--- src/hdl/ccpp_pkg.sv ---
// Package with the beat types, status codes and CRC update function of the packet parser.
`timescale 1ns / 1ps

package ccpp_pkg;

    localparam int unsigned HDR_BYTES     = 9;
    localparam int unsigned TRAILER_BYTES = 2;
    localparam int unsigned COUNT_W       = 17;
    localparam int unsigned CFG_INDEX_W   = 1;
    localparam int unsigned CFG_DATA_W    = 16;

    localparam logic [COUNT_W-1:0] COUNT_MAX   = '1;
    localparam logic [15:0]        CRC_INIT    = 16'hFFFF;
    localparam logic [15:0]        CRC_POLY    = 16'h1021;
    localparam logic [15:0]        VERSION_RST = 16'd1;
    localparam logic [15:0]        MAX_PAY_RST = 16'd1024;

    localparam logic [CFG_INDEX_W-1:0] CFG_EXPECTED_VERSION = 1'b0;
    localparam logic [CFG_INDEX_W-1:0] CFG_MAX_PAYLOAD      = 1'b1;

    localparam logic KIND_PAYLOAD = 1'b0;
    localparam logic KIND_REPORT  = 1'b1;

    localparam logic [1:0] STATUS_OK          = 2'd0;
    localparam logic [1:0] STATUS_SIZE_ERR    = 2'd1;
    localparam logic [1:0] STATUS_VERSION_ERR = 2'd2;
    localparam logic [1:0] STATUS_CRC_ERR     = 2'd3;

    typedef struct packed {
        logic [7:0] data_byte;
        logic       last_byte;
    } item_t;

    typedef struct packed {
        logic        kind;
        logic [7:0]  payload_byte;
        logic [1:0]  status;
        logic [7:0]  version;
        logic [15:0] sequence_res;
        logic [7:0]  flag_bits;
        logic [7:0]  command;
        logic [7:0]  fragment_index;
        logic [7:0]  fragment_total;
        logic [15:0] payload_len;
        logic [15:0] crc_trailer;
        logic [15:0] crc_calc;
    } result_t;

    // CRC-16-CCITT, most significant bit first, one byte per call.
    function automatic logic [15:0] crc_update(input logic [15:0] crc, input logic [7:0] b);
        logic [15:0] c;
        c = crc ^ {b, 8'h00};
        for (int k = 0; k < 8; k++) begin
            if (c[15])
            begin
                c = {c[14:0], 1'b0} ^ CRC_POLY;
            end
            else
            begin
                c = {c[14:0], 1'b0};
            end
        end
        return c;
    endfunction

endpackage

--- src/hdl/crc_checked_packet_parser_top.sv ---
// A result beat is registered in out_reg from the beat held in the input register s1_item_reg.
// Throughput: one input beat per cycle while item_stall is low; the only loop is the one-byte CRC update.
// Each beat gives at most one result beat; bytes outside the payload give none
// unless they are the final byte, which gives the report.
// Reset clears all datagram state, sets expected_version to 1 and max_payload to 1024.
// Top level of the CRC-checked packet parser.
`timescale 1ns / 1ps

module crc_checked_packet_parser_top
    import ccpp_pkg::*;
(
    input  logic                   clk,
    input  logic                   rst_n,
    input  logic                   item_valid,
    output logic                   item_stall,
    input  item_t                  item,
    output logic                   result_valid,
    input  logic                   result_stall,
    output result_t                result,
    input  logic                   cfg_valid,
    output logic                   cfg_ready,
    input  logic [CFG_INDEX_W-1:0] cfg_index,
    input  logic [CFG_DATA_W-1:0]  cfg_data
);

    logic                  s1_valid_reg;
    item_t                 s1_item_reg;
    logic                  out_valid_reg;
    result_t               out_reg;

    logic [7:0]            exp_version_reg;
    logic [15:0]           max_payload_reg;

    logic [COUNT_W-1:0]    count_reg,   count_next;
    logic [15:0]           crc_reg,     crc_next;
    logic [15:0]           trailer_reg, trailer_next;
    logic [15:0]           len_reg,     len_next;
    logic [6:0][7:0]       hdr_reg,     hdr_next;

    logic                  advance;
    logic                  fire;
    logic                  is_payload;
    logic                  emit;
    logic [COUNT_W-1:0]    pay_end;
    logic [COUNT_W-1:0]    need_len;
    logic [1:0]            status;
    result_t               result_next;

    assign advance    = !out_valid_reg || !result_stall;
    assign fire       = s1_valid_reg && advance;
    assign item_stall = s1_valid_reg && !advance;
    assign cfg_ready  = 1'b1;

    always_comb
    begin
        count_next   = count_reg;
        crc_next     = crc_reg;
        trailer_next = trailer_reg;
        len_next     = len_reg;
        hdr_next     = hdr_reg;
        is_payload   = 1'b0;
        pay_end      = COUNT_W'(HDR_BYTES) + {1'b0, len_reg};

        if (count_reg < COUNT_W'(HDR_BYTES))
        begin
            if (count_reg < COUNT_W'(7))
            begin
                hdr_next[count_reg[2:0]] = s1_item_reg.data_byte;
            end
            else if (count_reg == COUNT_W'(7))
            begin
                len_next[7:0] = s1_item_reg.data_byte;
            end
            else
            begin
                len_next[15:8] = s1_item_reg.data_byte;
            end
            crc_next = crc_update(crc_reg, s1_item_reg.data_byte);
        end
        else if (count_reg < pay_end)
        begin
            crc_next   = crc_update(crc_reg, s1_item_reg.data_byte);
            is_payload = 1'b1;
        end
        else if (count_reg == pay_end)
        begin
            trailer_next[7:0] = s1_item_reg.data_byte;
        end
        else if (count_reg == pay_end + COUNT_W'(1))
        begin
            trailer_next[15:8] = s1_item_reg.data_byte;
        end

        if (count_reg != COUNT_MAX)
        begin
            count_next = count_reg + COUNT_W'(1);
        end

        need_len = COUNT_W'(HDR_BYTES + TRAILER_BYTES) + {1'b0, len_next};

        if (count_next < COUNT_W'(HDR_BYTES + TRAILER_BYTES))
        begin
            status = STATUS_SIZE_ERR;
        end
        else if (hdr_next[0] != exp_version_reg)
        begin
            status = STATUS_VERSION_ERR;
        end
        else if (len_next > max_payload_reg)
        begin
            status = STATUS_SIZE_ERR;
        end
        else if (count_next < need_len)
        begin
            status = STATUS_SIZE_ERR;
        end
        else if (trailer_next != crc_next)
        begin
            status = STATUS_CRC_ERR;
        end
        else
        begin
            status = STATUS_OK;
        end

        result_next = '0;
        emit        = s1_item_reg.last_byte || is_payload;
        if (s1_item_reg.last_byte)
        begin
            result_next.kind           = KIND_REPORT;
            result_next.status         = status;
            result_next.version        = hdr_next[0];
            result_next.sequence_res   = {hdr_next[2], hdr_next[1]};
            result_next.flag_bits      = hdr_next[3];
            result_next.command        = hdr_next[4];
            result_next.fragment_index = hdr_next[5];
            result_next.fragment_total = hdr_next[6];
            result_next.payload_len    = len_next;
            if (status == STATUS_OK || status == STATUS_CRC_ERR)
            begin
                result_next.crc_trailer = trailer_next;
                result_next.crc_calc    = crc_next;
            end
        end
        else
        begin
            result_next.kind         = KIND_PAYLOAD;
            result_next.payload_byte = s1_item_reg.data_byte;
        end
    end

    always_ff @(posedge clk or negedge rst_n)
    begin
        if (!rst_n)
        begin
            s1_valid_reg <= 1'b0;
        end
        else if (item_valid && !item_stall)
        begin
            s1_valid_reg <= 1'b1;
        end
        else if (fire)
        begin
            s1_valid_reg <= 1'b0;
        end
    end

    always_ff @(posedge clk)
    begin
        if (item_valid && !item_stall)
        begin
            s1_item_reg <= item;
        end
    end

    always_ff @(posedge clk or negedge rst_n)
    begin
        if (!rst_n)
        begin
            out_valid_reg <= 1'b0;
        end
        else if (fire && emit)
        begin
            out_valid_reg <= 1'b1;
        end
        else if (!result_stall)
        begin
            out_valid_reg <= 1'b0;
        end
    end

    always_ff @(posedge clk)
    begin
        if (fire && emit)
        begin
            out_reg <= result_next;
        end
    end

    always_ff @(posedge clk or negedge rst_n)
    begin
        if (!rst_n)
        begin
            count_reg   <= '0;
            crc_reg     <= CRC_INIT;
            trailer_reg <= '0;
            len_reg     <= '0;
            hdr_reg     <= '0;
        end
        else if (fire)
        begin
            if (s1_item_reg.last_byte)
            begin
                count_reg   <= '0;
                crc_reg     <= CRC_INIT;
                trailer_reg <= '0;
                len_reg     <= '0;
                hdr_reg     <= '0;
            end
            else
            begin
                count_reg   <= count_next;
                crc_reg     <= crc_next;
                trailer_reg <= trailer_next;
                len_reg     <= len_next;
                hdr_reg     <= hdr_next;
            end
        end
    end

    always_ff @(posedge clk or negedge rst_n)
    begin
        if (!rst_n)
        begin
            exp_version_reg <= VERSION_RST[7:0];
            max_payload_reg <= MAX_PAY_RST;
        end
        else if (cfg_valid && cfg_ready)
        begin
            unique case (cfg_index)
                CFG_EXPECTED_VERSION: exp_version_reg <= cfg_data[7:0];
                CFG_MAX_PAYLOAD:      max_payload_reg <= cfg_data[15:0];
                default:              ;
            endcase
        end
    end

    assign result_valid = out_valid_reg;
    assign result       = out_reg;

endmodule

--- config.mk ---
export PLATFORM = sky130hd
export DESIGN_NAME = crc_checked_packet_parser_top
export DESIGN_NICKNAME = d
export VERILOG_FILES = /design/src/hdl/ccpp_pkg.sv /design/src/hdl/crc_checked_packet_parser_top.sv
export SDC_FILE = /design/constraint.sdc
export NUM_CORES = 1
export LEC_CHECK = 0
export ABC_AREA = 1
export BUFFER_PORTS_ARGS = -buffer_cell sky130_fd_sc_hd__buf_2
export CAP_MARGIN = 15
export CORE_MARGIN = 3
export CORE_UTILIZATION = 32
export CTS_CLUSTER_DIAMETER = 120
export CTS_CLUSTER_SIZE = 10
export DETAILED_ROUTE_END_ITERATION = 6
export PLACE_DENSITY = 0.45
export SYNTH_ARGS = -nofsm -noshare
export SYNTH_HDL_FRONTEND = slang
export SYNTH_SLANG_ARGS = --single-unit
--- constraint.sdc ---
create_clock -name clk -period 10.45 [get_ports clk]
set_clock_uncertainty 0.2 [all_clocks]
set_input_delay 1.045 -clock clk [delete_from_list [all_inputs] [get_ports clk]]
set_output_delay 1.045 -clock clk [all_outputs]
set_load 0.1 [all_outputs]
Yosys cells after proc, flatten, opt, wreduce, memory -nomap -nowiden
Cells that the tools add are included.
{ "totals": {"reg_bits": 271, "input_bits": 31, "out_inout_bits": 118, "elab_cells": 153} }
{ "op_classes": {"addsub": 4, "n_lt_le_gt_ge": 8, "eq_ne": 8, "muxes": 70, "n_bitwise": 17, "reduce_logical": 17} }
{ "ops": {"columns": ["operator", "count"], "rows": [
  ["$mux 16", 30],
  ["$mux 13", 15],
  ["$mux 56", 3],
  ["$bwmux 56", 1],
  ["$mux 8", 6],
  ["$not 3->3", 15],
  ["$add 17x1->17 const B", 2],
  ["$add 4x16->17 const A", 2],
  ["$eq 17x17->1", 2],
  ["$lt 17x17->1", 2],
  ["$lt 17x4->1 const B", 2],
  ["$mux 17", 2],
  ["$demux 8 s3", 1],
  ["$eq 17x3->1 const B", 1],
  ["$lt 17x3->1 const B", 1],
  ["$ne 17x17->1 const B", 1],
  ["$gt 16x16->1", 1],
  ["$ne 16x16->1", 1],
  ["$xor 16x16->16", 1],
  ["$mux 2", 5],
  ["$ne 8x8->1", 1],
  ["$mux 1", 7],
  ["$reduce_and 2->1", 3],
  ["$logic_and 1x1->1", 5],
  ["other kinds (9)", 14]
]} }

Longest topological paths before layout
{ "depth": {"depth_word": 42, "ltp_mapped": 32, "mapped_depth_nobuf": 32} }

Worst setup path after synthesis
Ideal clock, no wire load.
{ "synth_timing": {"kind": "register to register", "start": "reg len_reg[0]", "end": "reg out_reg (netlist bit result[0]) (enable)", "setup_time_ps": 591, "arrival_ps": 6970, "required_time_ps": 9659, "path_slack_ps": 2689, "stages_incl_launch_ff": 19, "path_buffers": 0, "path_cell_list": "dfrtp_1 > ha_1 > nand2_2 > nand2_2 > nand2_1 > nor2_1 > nand2_1 > nand2_1 > inv_1 > ha_1 > nand2_1 > inv_1 > o21ai_0 > nand2_1 > a21oi_1 > nand3_1 > o21ai_0 > inv_1 > nor2_1"} }
{ "synth_via": {"elab_chain_len": 6} }
{ "synth_rtl": {"columns": ["item", "line_no", "text"], "rows": [
  ["start: declaration", "crc_checked_packet_parser_top.sv:37", "logic [15:0] len_reg, len_next;"],
  ["start signal: assignment", "crc_checked_packet_parser_top.sv:225", "len_reg <= len_next;"],
  ["$add 4x16->17", "crc_checked_packet_parser_top.sv:62", "pay_end = COUNT_W'(HDR_BYTES) + {1'b0, len_reg};"],
  ["$lt 17x17->1", "crc_checked_packet_parser_top.sv:80", "else if (count_reg < pay_end)"],
  ["$mux 1", "crc_checked_packet_parser_top.sv:80", null],
  ["$mux 1", "crc_checked_packet_parser_top.sv:64", "if (count_reg < COUNT_W'(HDR_BYTES))"],
  ["$logic_or 1x1->1", "crc_checked_packet_parser_top.sv:127", "emit = s1_item_reg.last_byte || is_payload;"],
  ["$logic_and 1x1->1", "crc_checked_packet_parser_top.sv:194", "if (fire && emit)"],
  ["end signal: assignment", "crc_checked_packet_parser_top.sv:196", "out_reg <= result_next;"],
  ["end: declaration", "crc_checked_packet_parser_top.sv:29", "result_t out_reg;"]
]} }
Every way passes these cells.
A chain may end at the register's enable or synchronous reset.

Worst setup path in the final report
{ "layout_timing": {"start": "reg count_reg[13]", "end": "reg out_reg (netlist bit result[12]), data pin"} }
{ "layout_via": {"word_cells_on_any_way": 37} }
{ "layout_lines": {"columns": ["item", "line_no", "text"], "rows": [
  ["start: declaration", "crc_checked_packet_parser_top.sv:34", "logic [COUNT_W-1:0] count_reg, count_next;"],
  ["start signal: assignment", "crc_checked_packet_parser_top.sv:222", "count_reg <= count_next;"],
  ["parallel branches: the longest is 3 deep, another holds $lt 17x3->1", null, null],
  ["$mux 16 *", "crc_checked_packet_parser_top.sv:64", null],
  ["named net len_next[1]", "crc_checked_packet_parser_top.sv:37", null],
  ["$add 4x16->17", "crc_checked_packet_parser_top.sv:99", "need_len = COUNT_W'(HDR_BYTES + TRAILER_BYTES) + {1'b0, len_next};"],
  ["$lt 17x17->1", "crc_checked_packet_parser_top.sv:113", "else if (count_next < need_len)"],
  ["$mux 2", "crc_checked_packet_parser_top.sv:113", null],
  ["$mux 2 *", "crc_checked_packet_parser_top.sv:109", "else if (len_next > max_payload_reg)"],
  ["$mux 2 *", "crc_checked_packet_parser_top.sv:105", "else if (hdr_next[0] != exp_version_reg)"],
  ["$mux 2 *", "crc_checked_packet_parser_top.sv:101", "if (count_next < COUNT_W'(HDR_BYTES + TRAILER_BYTES))"],
  ["$eq 2x2->1 or $logic_not 2->1 (tied branches)", "crc_checked_packet_parser_top.sv:139", "if (status == STATUS_OK || status == STATUS_CRC_ERR)"],
  ["$logic_or 1x1->1 *", "crc_checked_packet_parser_top.sv:139", null],
  ["$reduce_and 2->1 (no line) *", null, null]
]} }
Mark *: on every way through the listed nets, which the timed path passes.

==> impl_metrics.tcl <==
set metrics [dict create \
    status "complete, no violations" \
    cts_tree "done" \
    gp_congestion 0.921 \
    intPower_w 0.00220 \
    htree_levels 1 \
    largest_reg_flops 115 \
    max_freq_mhz 162 \
    worst_ep_required_time_ns 10.64 \
    final_max_slew_viol_count 0 \
    switching_share_pct 40.3 \
    clock_sinks 271 \
    die_h_um 222 \
    power.leakage_nw 8.11 \
    vias 12200 \
    switchingPower_w 0.00149 \
    cpLargestDelayFamily "simple AND/OR/NAND/NOR gates" \
    startpoint_type "register" \
    maxCapViolations 0 \
    crit_path_start "count_reg[13]" \
    routed_wl_um 47100 \
    hold_buffers 0 \
    drtPass1Iterations 6 \
    antenna_found_initial 1 \
    nets 1962 \
    cts_buffer_depth 3 \
    rsz0062_at_grt "no" \
    io_buffers 147 \
    netlist_area_um2 14900 \
    synth.area.top_cells "edfxtp_1 25%, dfrtp_1 22%, nand2_1 9.2%" \
    synth.most_common_cell "nand2_1" \
    path_common_cell "nand2_1" \
    path_class "register to register" \
    wl_per_cell_um 18.8 \
    setup_viol 0 \
    setup_tns_ns 0 \
    synthCells 1746 \
    cts_resized 0 \
    hold_viol 0 \
    synth_nets 1830 \
    row_count 78 \
    grt_max_degree 88 \
    whs_endpoint "max_payload_reg[5]" \
    min_path_type "register to register" \
    critPathBufInv 3 \
    hpwl_um 33700 \
    synthTopCellsByCount "365 x nand2_1, 233 x inv_1, 199 x nor2_1, 129 x dfrtp_1, 126 x o21ai_0" \
    layout-drive-gt1-share_pct 15.3 \
    rr_startpoint "count_reg[13]" \
    antenna_cells 0 \
    worst-r2r-setup-slack_ns 4.29 \
    async_flop_share_pct 54.2 \
    cpMaxStageDelayCell "nand4_2" \
    ys_seq_area_share_pct 49.9 \
    synth.largest_area_cell "edfxtp_1" \
    max_slew_margin_pct 21.8 \
    synth_edf_count 124 \
    io-pin-count 149 \
    comb_power_share_pct 35.5 \
    finalPower_w 0.00369 \
    drcViolationCount 0 \
    drtAntennaViolNets 0 \
    start_util_pct 32.6 \
    fin_crit_sh_pct 59.0 \
    worst_setup_path_end_kind "register" \
    powerDensity_nw_per_um2 216 \
    finalNonFillerCells 2502 \
    crit_path_max_incr_delay_ns 0.73 \
    post_cts_buffers 0 \
    min_path_cells 2 \
    synth.distinct_cells 55 \
    synth.top_cell.area_share_pct 25.0 \
    min_period_ns 6.16 \
    grt_usage_pct 18.8 \
    dieArea_um2 49100 \
    ir_drop_mv 0.127 \
    min_from "max_payload_reg[5]" \
    ys.flop_type "dfrtp_1" \
    tightestPinTransition_ns 1.16 \
    pwr-share-seq_pct 37.5 \
    clockPowerShare_pct 26.9 \
    die-width_um 222 \
    cp_max_fo 32 \
    cts_root_buf "clkbuf_16" \
    drtIter0Drc 839 \
    coreArea_um2 45700 \
    reg2reg_to "result[12]" \
    cp.arrival_ns 6.36 \
    grt_pass1_wl_um 72400 \
    synth_area_per_cell_um2 8.52 \
    clk_pin_slew_ns 0.06 \
    synth_warnings 0 \
    ys_seq_elements 271 \
    worst_r2r_path_depth 25 \
    cts_buffers 31 \
    grt_overflow 0 \
    clock_latency_ns 0.57 \
    viasPerCell 4.86 \
    areaGrowthSynthToFinish_pct 15.0 \
    place_inst 2445 \
    first_global_vias 11800 \
]
==> layout by cell type, fill, tap and decap left out, types with 2 or more instances in the layout <==
cell type	synthesis	final
a211oi_1	2	2
a21oi_1	37	37
a22oi_1	2	2
buf_2	8	147
buf_4	2	16
clkbuf_1	52	25
clkbuf_16	0	31
dfrtp_1	129	129
dfstp_2	18	18
edfxtp_1	124	124
ha_1	53	53
inv_1	233	231
inv_2	18	19
mux2i_1	8	8
nand2_1	365	365
nand2_2	10	10
nand3_1	78	78
nand3_2	4	4
nand3b_1	4	4
nand4_1	34	34
nand4_2	2	2
nand4_4	2	2
nor2_1	199	198
nor2_2	15	15
nor2_4	2	3
nor3_1	9	9
nor3_2	5	5
nor4_1	6	6
nor4_4	2	2
o211ai_1	4	4
o21a_1	3	3
o21ai_0	126	126
o21ai_1	10	10
o21ai_2	6	6
o22ai_1	97	97
or2_2	3	3
xnor2_1	20	20
xor2_1	35	35
==> area by class of cell <==
class,instances,area (µm²)
fill,4733,28600
tap,600,751
inverter,251,943
timing repair buffer,164,867
sequential,271,7420
clock inverter,1,8.76
clock buffer,56,870
multi-input combinational,1159,6250
==> cells by family (layout without fill, tap and decap cells) <==
family	Yosys count	count (layout)	synth area share (%)
simple gates	746	746	22.2
other cells	1	1	0.0252
compound gates	295	295	11.3
flops	271	271	49.9
mux	8	8	0.538
buf+inv	316	472	8.19
xor+xnor	56	56	3.39
fa+ha+maj	53	53	4.46
==> worst max-delay path by stage <==
stage | endpoint | slack (ns) | cells past startpoint
floorplan | result[0] | 2.69 | 18
global route | result[12] | 3.44 | 25
global placement | result[3] | 4.41 | 22
CTS | result[12] | 4.10 | 25
detailed placement | result[14] | 4.18 | 25
finish | result[12] | 4.29 | 25
==> worst min-delay path, cell delays in order, from the launching register on <==
cell and delay, ns:
dfrtp_1 0.34, nand2_1 0.05, o21ai_0 0.06
==> power groups by stage <==
stage / Clock (W) / Sequential, W / Combinational (W)
2_1_floorplan: 0 / 0.00168 / 0.000716
3_3_place_gp: 0 / 0.00140 / 0.00131
3_5_place_dp: 0 / 0.00141 / 0.00131
4_1_cts: 0.00103 / 0.00139 / 0.00132
5_1_grt: 0.00106 / 0.00140 / 0.00146
6_report: 0.000994 / 0.00138 / 0.00131
==> per-layer routing <==
layer / vias to the layer above / wire (µm) / track usage [%]
li1: 6065 / - / -
met1: 5756 / 22100 / 26.3
met2: 269 / 21900 / 30.8
met3: 71 / 1930 / 2.46
met4: 0 / 1240 / 4.83
met5: - / 0 / 0
==> metrics by stage <==
step	area (µm²)	util, %	hold slack (ns)	setup slack [ns]
5_1_grt	17100	37.5	0.311	3.44
3_3_place_gp	16200	35.5	0.262	4.41
4_1_cts	17100	37.5	0.287	4.10
6_report	17100	37.5	0.283	4.29
2_1_floorplan	14900	-	0.248	2.69
3_5_place_dp	16200	35.5	0.273	4.18
No activity file was read; power rests on OpenSTA's default activity.
